$ cat config.mk
export PLATFORM = sky130hd
export DESIGN_NAME = utf8_stream_decoder
export DESIGN_NICKNAME = d
export VERILOG_FILES = /design/src/rtl/core/u8dec_pkg.sv /design/src/rtl/core/utf8_stream_decoder.sv /design/src/rtl/core/u8dec_seq.sv
export VERILOG_INCLUDE_DIRS = /design/src /design/src/rtl/core
export SDC_FILE = /design/constraint.sdc
export NUM_CORES = 1
export LEC_CHECK = 0
export BUFFER_PORTS_ARGS = -buffer_cell sky130_fd_sc_hd__buf_2
export CELL_PAD_IN_SITES_DETAIL_PLACEMENT = 2
export CELL_PAD_IN_SITES_GLOBAL_PLACEMENT = 2
export CORE_MARGIN = 8
export CORE_UTILIZATION = 35
export CTS_CLUSTER_DIAMETER = 30
export DETAILED_ROUTE_END_ITERATION = 16
export PLACE_DENSITY = 0.85
export REMOVE_ABC_BUFFERS = 1
export SLEW_MARGIN = 20
export SYNTH_ARGS = -nofsm -noshare
export SYNTH_HDL_FRONTEND = slang
export SYNTH_SLANG_ARGS = --single-unit
export TNS_END_PERCENT = 10
$ cat constraint.sdc
create_clock -name clk -period 3.3 [get_ports clk]
set_input_delay 0 -clock clk [delete_from_list [all_inputs] [get_ports clk]]
set_output_delay 0 -clock clk [all_outputs]
set_load 0.01 [all_outputs]
$ cat src/rtl/core/assert_macros.svh
// Assertion macros shared by the UTF-8 decoder RTL.
`ifndef ASSERT_MACROS_SVH
`define ASSERT_MACROS_SVH

`ifndef SYNTHESIS

// Checks that a property holds at every rising edge outside of reset.
`define ASSERT_PROP(label, clk, rst_n, prop, msg) \
	label: assert property (@(posedge clk) disable iff (!rst_n) (prop)) else $error(msg);

// Checks that a condition never holds at a rising edge outside of reset.
`define ASSERT_NEVER(label, clk, rst_n, cond, msg) \
	label: assert property (@(posedge clk) disable iff (!rst_n) !(cond)) else $error(msg);

`else

`define ASSERT_PROP(label, clk, rst_n, prop, msg)
`define ASSERT_NEVER(label, clk, rst_n, cond, msg)

`endif

`endif

$ cat src/rtl/core/u8dec_pkg.sv
// Types, constants and lead byte decoding shared by the UTF-8 decoder.
`default_nettype none

package u8dec_pkg;

	localparam int ByteW = 8;
	localparam int CpW   = 31;
	localparam int LenW  = 3;
	localparam int StW   = 2;

	// Bits of payload carried by one continuation byte.
	localparam int ContBits = 6;

	localparam logic [ByteW-1:0] ContSel = 8'hC0;
	localparam logic [ByteW-1:0] ContTag = 8'h80;

	typedef enum logic [StW-1:0] {
		ST_OK       = 2'd0,
		ST_BAD_LEAD = 2'd1,
		ST_BAD_CONT = 2'd2
	} status_t;

	// One result beat as it leaves the sequencer.
	typedef struct packed {
		logic             valid;
		logic [CpW-1:0]   code_point;
		logic [LenW-1:0]  seq_length;
		status_t          status;
	} result_t;

	// Sequence length for a multi-byte lead, or zero for a rejected lead.
	function automatic logic [LenW-1:0] lead_length(input logic [ByteW-1:0] b,
			input logic short_mode);
		logic [LenW-1:0] n;
		n = '0;
		if ((b & 8'hE0) == 8'hC0) begin
			n = 3'd2;
		end else if ((b & 8'hF0) == 8'hE0) begin
			n = 3'd3;
		end else if ((b & 8'hF8) == 8'hF0) begin
			n = 3'd4;
		end else if ((b & 8'hFC) == 8'hF8) begin
			n = short_mode ? 3'd0 : 3'd5;
		end else if ((b & 8'hFE) == 8'hFC) begin
			n = short_mode ? 3'd0 : 3'd6;
		end
		return n;
	endfunction

	// Payload bits of a lead byte, selected by its sequence length.
	function automatic logic [ByteW-1:0] lead_payload(input logic [ByteW-1:0] b,
			input logic [LenW-1:0] n);
		logic [ByteW-1:0] keep;
		case (n)
			3'd2:    keep = 8'h1F;
			3'd3:    keep = 8'h0F;
			3'd4:    keep = 8'h07;
			3'd5:    keep = 8'h03;
			3'd6:    keep = 8'h01;
			default: keep = 8'h00;
		endcase
		return b & keep;
	endfunction

endpackage

`default_nettype wire

$ cat src/rtl/core/utf8_stream_decoder.sv
// Top level of the byte-serial UTF-8 stream decoder.
//
//   channel  direction  handshake            beat
//   in       sink       in_valid / in_stall  in_byte
//   out      source     out_valid / out_stall code_point, seq_length, status
//   cfg      sink       cfg_valid / cfg_ready cfg_data (max_length_mode)
//
// A byte is held in the input register; a byte that ends a sequence or is
// rejected puts its result in the result register. One byte is accepted per cycle while in_stall is low.
// The decode step sits between the input register and the result register.
// Reset clears the valid flags, the sequence state and the length mode.
// A stalled result holds the input register, which then raises in_stall.
`default_nettype none

`include "assert_macros.svh"

module utf8_stream_decoder (
	input  wire logic                        clk,
	input  wire logic                        arst_n,
	input  wire logic                        in_valid,
	output logic                             in_stall,
	input  wire logic [u8dec_pkg::ByteW-1:0] in_byte,
	output logic                             out_valid,
	input  wire logic                        out_stall,
	output logic [u8dec_pkg::CpW-1:0]        code_point,
	output logic [u8dec_pkg::LenW-1:0]       seq_length,
	output logic [u8dec_pkg::StW-1:0]        status,
	input  wire logic                        cfg_valid,
	output logic                             cfg_ready,
	input  wire logic                        cfg_data
);
	import u8dec_pkg::*;

	logic              valid_s1;
	logic [ByteW-1:0]  byte_s1;
	logic              mode_q;
	logic              out_valid_q;
	logic [CpW-1:0]    cp_q;
	logic [LenW-1:0]   len_q;
	status_t           status_q;
	logic              blocked;
	logic              advance;
	result_t           res;

	// The byte in the input register moves on unless a result is stuck.
	assign blocked   = out_valid_q && out_stall;
	assign advance   = valid_s1 && !blocked;
	assign in_stall  = valid_s1 && blocked;
	assign cfg_ready = 1'b1;

	// Length mode register.
	always_ff @(posedge clk or negedge arst_n) begin
		if (!arst_n) begin
			mode_q <= 1'b0;
		end else if (cfg_valid && cfg_ready) begin
			mode_q <= cfg_data;
		end
	end

	// Input register.
	always_ff @(posedge clk or negedge arst_n) begin
		if (!arst_n) begin
			valid_s1 <= 1'b0;
		end else if (in_valid && !in_stall) begin
			valid_s1 <= 1'b1;
		end else if (advance) begin
			valid_s1 <= 1'b0;
		end
	end

	always_ff @(posedge clk) begin
		if (in_valid && !in_stall) begin
			byte_s1 <= in_byte;
		end
	end

	u8dec_seq u_seq (
		.clk        (clk),
		.arst_n     (arst_n),
		.go         (advance),
		.byte_in    (byte_s1),
		.short_mode (mode_q),
		.res        (res)
	);

	// Result register.
	always_ff @(posedge clk or negedge arst_n) begin
		if (!arst_n) begin
			out_valid_q <= 1'b0;
		end else if (res.valid) begin
			out_valid_q <= 1'b1;
		end else if (!out_stall) begin
			out_valid_q <= 1'b0;
		end
	end

	always_ff @(posedge clk) begin
		if (res.valid) begin
			cp_q     <= res.code_point;
			len_q    <= res.seq_length;
			status_q <= res.status;
		end
	end

	assign out_valid  = out_valid_q;
	assign code_point = cp_q;
	assign seq_length = len_q;
	assign status     = status_q;

	// Error beats carry no code point and no length.
	`ASSERT_PROP(a_err_zero, clk, arst_n, (out_valid_q && status_q != ST_OK) |-> (cp_q == '0 && len_q == '0), "error beat with payload")
	// A one-byte result is always plain ASCII.
	`ASSERT_PROP(a_ascii, clk, arst_n, (out_valid_q && status_q == ST_OK && len_q == 3'd1) |-> (cp_q < 31'd128), "one-byte result out of ASCII range")
	// A new result never lands on a stuck one.
	`ASSERT_NEVER(a_no_overwrite, clk, arst_n, res.valid && blocked, "result overwrote a stalled beat")

endmodule

`default_nettype wire

$ cat src/rtl/core/u8dec_seq.sv
// Sequence state and one-byte decode step of the UTF-8 decoder.
`default_nettype none

`include "assert_macros.svh"

module u8dec_seq (
	input  wire logic                       clk,
	input  wire logic                       arst_n,
	input  wire logic                       go,
	input  wire logic [u8dec_pkg::ByteW-1:0] byte_in,
	input  wire logic                       short_mode,
	output u8dec_pkg::result_t              res
);
	import u8dec_pkg::*;

	logic [LenW-1:0]  bytes_left_q, bytes_left_d;
	logic [LenW-1:0]  total_q, total_d;
	logic [CpW-1:0]   acc_q, acc_d;
	logic [LenW-1:0]  n;
	logic [CpW-1:0]   acc_shift;

	// Lead byte decode and the accumulator shifted by one continuation byte.
	assign n         = lead_length(byte_in, short_mode);
	assign acc_shift = {acc_q[CpW-ContBits-1:0], byte_in[ContBits-1:0]};

	// Next state and result for the byte presented this cycle.
	always_comb begin
		res          = '0;
		res.status   = ST_OK;
		bytes_left_d = bytes_left_q;
		total_d      = total_q;
		acc_d        = acc_q;
		if (go) begin
			if (bytes_left_q == '0) begin
				if (!byte_in[ByteW-1]) begin
					res.valid      = 1'b1;
					res.code_point = {{(CpW-ByteW){1'b0}}, byte_in};
					res.seq_length = 3'd1;
				end else if (n == '0) begin
					res.valid  = 1'b1;
					res.status = ST_BAD_LEAD;
				end else begin
					acc_d        = {{(CpW-ByteW){1'b0}}, lead_payload(byte_in, n)};
					total_d      = n;
					bytes_left_d = n - 3'd1;
				end
			end else if ((byte_in & ContSel) != ContTag) begin
				res.valid    = 1'b1;
				res.status   = ST_BAD_CONT;
				bytes_left_d = '0;
				total_d      = '0;
				acc_d        = '0;
			end else if (bytes_left_q == 3'd1) begin
				res.valid      = 1'b1;
				res.code_point = acc_shift;
				res.seq_length = total_q;
				bytes_left_d   = '0;
				total_d        = '0;
				acc_d          = '0;
			end else begin
				acc_d        = acc_shift;
				bytes_left_d = bytes_left_q - 3'd1;
			end
		end
	end

	// Sequence state registers.
	always_ff @(posedge clk or negedge arst_n) begin
		if (!arst_n) begin
			bytes_left_q <= '0;
			total_q      <= '0;
			acc_q        <= '0;
		end else begin
			bytes_left_q <= bytes_left_d;
			total_q      <= total_d;
			acc_q        <= acc_d;
		end
	end

	// An open sequence always has more bytes in total than remain.
	`ASSERT_PROP(a_len_order, clk, arst_n, (bytes_left_q != '0) |-> (total_q > bytes_left_q), "remaining bytes exceed sequence length")
	// Between sequences nothing is left in the accumulator.
	`ASSERT_PROP(a_idle_clear, clk, arst_n, (bytes_left_q == '0) |-> (acc_q == '0 && total_q == '0), "stale sequence state while idle")

endmodule

`default_nettype wire
# Yosys cells after proc, flatten, opt, wreduce, memory -nomap -nowiden
# Index checks and enable logic that the tools add are counted.
[word_totals]
ff_bits = 78
input_bits = 14
output_inout_bits = 39
wordCells = 82
[op_classes]
n_addsub = 2
eq_ne = 15
mux = 42
bitwise_logic = 1
reduce_logical = 12
[op_table]
columns = ["operator", "n"]
rows = [
  ["25-bit two-way mux", 5],
  ["37-bit two-way mux", 2],
  ["3-bit two-way mux", 17],
  ["35-bit two-way mux", 1],
  ["34-bit two-way mux", 1],
  ["8-bit two-way mux", 4],
  ["5-bit case mux with 5 select lines", 1],
  ["3-bit equality test (second input constant)", 4],
  ["10-bit two-way mux", 1],
  ["8-bit AND", 1],
  ["1-bit two-way mux", 8],
  ["7-bit equality test (second input constant)", 1],
  ["3-bit by 2-bit equality test with 1-bit output (second input constant)", 2],
  ["6-bit equality test (second input constant)", 1],
  ["3-bit logical NOT", 2],
  ["2-bit != test (second input constant)", 3],
  ["3-bit by 1-bit subtractor with 3-bit output (second input constant)", 2],
  ["5-bit equality test (second input constant)", 1],
  ["4-bit equality test (second input constant)", 1],
  ["1-bit logical AND", 4],
  ["2-bit two-way mux", 2],
  ["4-bit AND reduction", 1],
  ["3-bit by 1-bit equality test with 1-bit output (second input constant)", 1],
  ["3-bit AND reduction", 1],
  ["4 further kinds", 5],
]

# Depth between registers and ports, before layout
[depth]
depth_word = 16
depth_mapped = 11
mapped_depth_nobuf = 9

# Cells and area by module
# A second synthesis with hierarchy kept.
[hier_totals]
cells_unflattened = 232
hier_area_um2 = 3261.9
[by_module_without_submodules]
columns = ["module", "n_inst", "cells_per_inst", "area_per_inst_um2", "seq_area_each_um2"]
rows = [
  ["u8dec_seq", 1, 176, 1796.7, 775.7],
  ["utf8_stream_decoder", 1, 56, 1465.2, 1396.3],
]

# Worst setup path after synthesis
# OpenSTA, ideal clock, no wires.
[synth_path]
path_kind = "reg2reg"
start = "register byte_s1[3]"
end = "register cp_q[0] (netlist: code_point[0]) (enable)"
setup_ns = 0.431
arrival_time_ns = 2.954
required_time_ns = 2.869
slack_ns = -0.085
stages_incl_launch_ff = 8
path_buffers = 0
period_less_slack_ns = 3.385
cell_sequence = "edfxtp_1 > nor3b_1 > o2111a_1 > inv_2 > ha_1 > ha_1 > o21ai_0 > nor2_1"
[synth_rtl]
columns = ["item", "line", "text"]
rows = [
  ["start, declared", "utf8_stream_decoder.sv:35", "logic [ByteW-1:0] byte_s1;"],
  ["start signal, assigned", "utf8_stream_decoder.sv:73", "byte_s1 <= in_byte;"],
  ["end signal, assigned", "utf8_stream_decoder.sv:99", "cp_q <= res.code_point;"],
  ["end, declared", "utf8_stream_decoder.sv:38", "logic [CpW-1:0] cp_q;"],
]

# Worst setup path in the final report
[layout_path]
start = "register byte_s1[3]"
end = "register u_seq.acc_q[23]"
[layout_between]
elab_chain_len = 9
elab_cells_between_ends = 11
cone_classes = "4 x eq/ne; 5 x mux; 2 x reduce/logical"
[layout_rtl]
columns = ["item", "line", "text"]
rows = [
  ["7-bit equality test", "u8dec_pkg.sv:44", "end else if ((b & 8'hFE) == 8'hFC) begin"],
  ["3-bit two-way mux", "u8dec_pkg.sv:44", ""],
  ["3-bit two-way mux", "u8dec_pkg.sv:42", "end else if ((b & 8'hFC) == 8'hF8) begin"],
  ["3-bit two-way mux *", "u8dec_pkg.sv:40", "end else if ((b & 8'hF8) == 8'hF0) begin"],
  ["3-bit two-way mux *", "u8dec_pkg.sv:38", "end else if ((b & 8'hF0) == 8'hE0) begin"],
  ["3-bit two-way mux *", "u8dec_pkg.sv:36", "if ((b & 8'hE0) == 8'hC0) begin"],
  ["3-bit logical NOT *", "u8dec_seq.sv:39", "end else if (n == '0) begin"],
  ["2-bit != test (no source line) *", "-", ""],
  ["3-bit AND reduction (no source line) *", "-", ""],
  ["end signal, assigned", "u8dec_seq.sv:72", "acc_q <= '0;"],
  ["end signal, assigned", "u8dec_seq.sv:76", "acc_q <= acc_d;"],
  ["end, declared", "u8dec_seq.sv:18", "logic [CpW-1:0] acc_q, acc_d;"],
]
# Every way passes the cells marked *; elsewhere a longest branch is shown, timed or not.
# A chain may end at the register's enable or synchronous reset.

==> qor.yml <==
drt:
  met3WireLength_um: 466
  wl_met2_um: 3940
  dr_total_vias: 2125
  postRouteAntennaNets: 0
  drt_first_pass_iters: 6
  wire_per_inst_um: 19.3
  viasPerCell: 5.11
  drc: 0
  routed_wl_um: 8020
  drtIter0Drc: 91
  m1WireLength_um: 3520
  highest_layer: "met4"
synth:
  synth-edff-count: 44
  seq_area_frac_synth: 0.658
  syn_area_um2: 3300
  syn_inst: 232
  avgSynthCellArea_um2: 14.2
  synth_flop_cell: "edfxtp_1"
  synth.distinct_cells: 52
  ys_async_sr_fraction: 0.436
  synth-seq-cells: 78
  synth_top_area_frac: 0.400
  synth_area_leaders: "edfxtp_1 40%, dfrtp_1 26%, and2_1 6.3%"
  ys_warn_count: 0
  yosysTopAreaCell: "edfxtp_1"
timing:
  finClkSkew_ns: 0.00960
  setup_ws_ns: 0.262
  final-setup-viol-count: 0
  clock.fmax_ghz: 0.329
  timing.setup.tns_ns: 0
  fin_crit_ns: 3.04
  relSlewSlack: 0.463
  worstMarginPinSlew_ns: 0.805
  fin_crit_sh: 0.921
  maxSlewViolCount: 0
  rsz0062_at_grt: "no"
  whs_ns: 0.301
  hold_violations: 0
power:
  p_leak_nw: 1.70
  peakVddDrop_uv: 244
  power_per_cell_area_nw_per_um2: 686
  finalPower_mw: 2.75
floorplanning:
  rows: 35
  dieArea_um2: 12800
  dieWidth_um: 113
  io_pins: 53
  dieHeight_um: 113
  coreArea_um2: 9200
  start_util: 0.359
final_layout:
  final_cells: 416
  n_antenna_cell: 0
  finalNetCount: 322
  seqCellArea_um2: 2170
  multi_input_area_um2: 1050
  layout_common_cells: "51 x buf_2, 44 x edfxtp_1, 34 x dfrtp_1"
  final_area_um2: 4000
  syn2layout_area_growth_pct: 21.2
  layout_commonest_cell: "buf_2"
  final_util: 0.435
  drive_gt1_frac: 0.282
  nFillCells: 912
critical_path:
  cp-start-kind: "register"
  crit_buf_inv: 2
  critPathKind: "register to register"
  crit_fanout: 28
  critPathCaptureType: "register"
  max_stage_delay_ns: 0.61
  required_ns: 3.54
  worst_path_max_delay_cell: "o21ai_4"
  crit_path_cell_trace: "nor3b_1 > o2111a_1 > inv_2 > ha_1 > ha_1 > and2b_1 > o21ai_4 > nor3_2 > buf_4 > a22o_1"
  cp_top_family: "compound AO/OA/AOI/OAI gates"
  crit_top_cell: "ha_1"
  arrival_ns: 3.27
placed_design:
  placed_area_um2: 3650
  io_buffers: 51
  post-place-ws_ns: 0.301
  gp_congestion: 0.857
  dp_hpwl_um: 5710
  dp_cells: 385
job:
  drv_cap: 0
grt:
  grt_pass1_wl_um: 13400
  grt_overflow_total: 0
  grt_pass1_vias: 2404
  track_usage: 0.133
  grt_start_max_net_pins: 38
  antenna_found_initial: 0
clock_network:
  cts_sinks: 78
  clock_latency_ns: 0.35
  clockRootBuffer: "clkbuf_8"
  cts_tree: "yes"
  cts-resized-gates: 0
  cts.clk_slew.worst_paths_ns: 0.09
  htreeDepth: 3
  numCtsBuffers: 9
  postCtsSetupRepairBufs: 0
  cts.path.max_buffers: 2
hold_path:
  worstHoldPathType: "input pin to async pin"
status:
  status: "completed"
-- cell usage after synthesis, types with 5 or more instances --
master     n
edfxtp_1  44
nor3_1     6
buf_4      5
ha_1       8
a22o_1    23
buf_2      5
nand2_1    6
a21oi_1    5
nor2_1     5
dfrtp_1   34
inv_1      8
and2_1    33
-- report_power, final --
| part | switching (mW) | total [mW] | internal, mW |
|---|---|---|---|
| logic | 0.464 | 0.734 | 0.269 |
| clock network | 0.392 | 0.675 | 0.283 |
| registers | 0.103 | 1.34 | 1.23 |
| total | 0.960 | 2.75 | 1.79 |
-- flip-flops by register name (all words and copies together), names as in the netlist --
register,cells
byte_s1,8
code_point,31
mode_q,1
out_valid,1
seq_length,3
status,2
u_seq.acc_q,25
u_seq.bytes_left_q,3
u_seq.total_q,3
valid_s1,1
-- layer usage --
metal,global-route usage,up-vias
met3,0.0367,9
met4,0.0453,0
met1,0.163,1069
met5,0,-
li1,-,987
met2,0.221,60
-- final cells by class --
| class | count | area share |
|---|---|---|
| repair buffers | 67 | 0.108 |
| inverters | 9 | 0.00844 |
| flip-flops and latches | 78 | 0.543 |
| well taps | 111 | 0.0347 |
| multi-input cells | 135 | 0.262 |
| clock buffers | 9 | 0.0309 |
| clock inverters | 7 | 0.0141 |
-- what timing repair did --
action                     4_1_cts  5_1_grt
hold buffers                    14        0
setup endpoints to repair        0        0
hold endpoints to repair        45        0
-- cell families (layout without fill, tap and decap cells) --
group / after synthesis / count (layout) / synth area share
compound gates: 54 / 54 / 0.140
xor+xnor: 1 / 1 / 0.00265
fa+ha+maj: 8 / 8 / 0.0303
buf+inv: 19 / 92 / 0.0292
flops: 78 / 78 / 0.658
mux: 3 / 3 / 0.00947
other cells: 1 / 1 / 0.00114
simple gates: 68 / 68 / 0.129
-- worst paths after layout --
path	start	endpoint	slack [ns]	cells past startpoint
setup / recovery	byte_s1[3]$_DFFE_PP_	u_seq.acc_q[23]$_DFFE_PN0P_	0.26	10
hold / removal	arst_n	u_seq.acc_q[24]$_DFFE_PN0P_	0.30	2
setup reg to reg	byte_s1[3]$_DFFE_PP_	u_seq.acc_q[23]$_DFFE_PN0P_	0.26	10
hold reg to reg	u_seq.acc_q[2]$_DFFE_PN0P_	u_seq.acc_q[8]$_DFFE_PN0P_	0.52	1
max in group asynchronous	arst_n	u_seq.acc_q[1]$_DFFE_PN0P_	2.48	2
min in group clk	in_byte[6]	byte_s1[6]$_DFFE_PP_	0.35	2
Note: power is estimated with default switching activity, not from simulation.
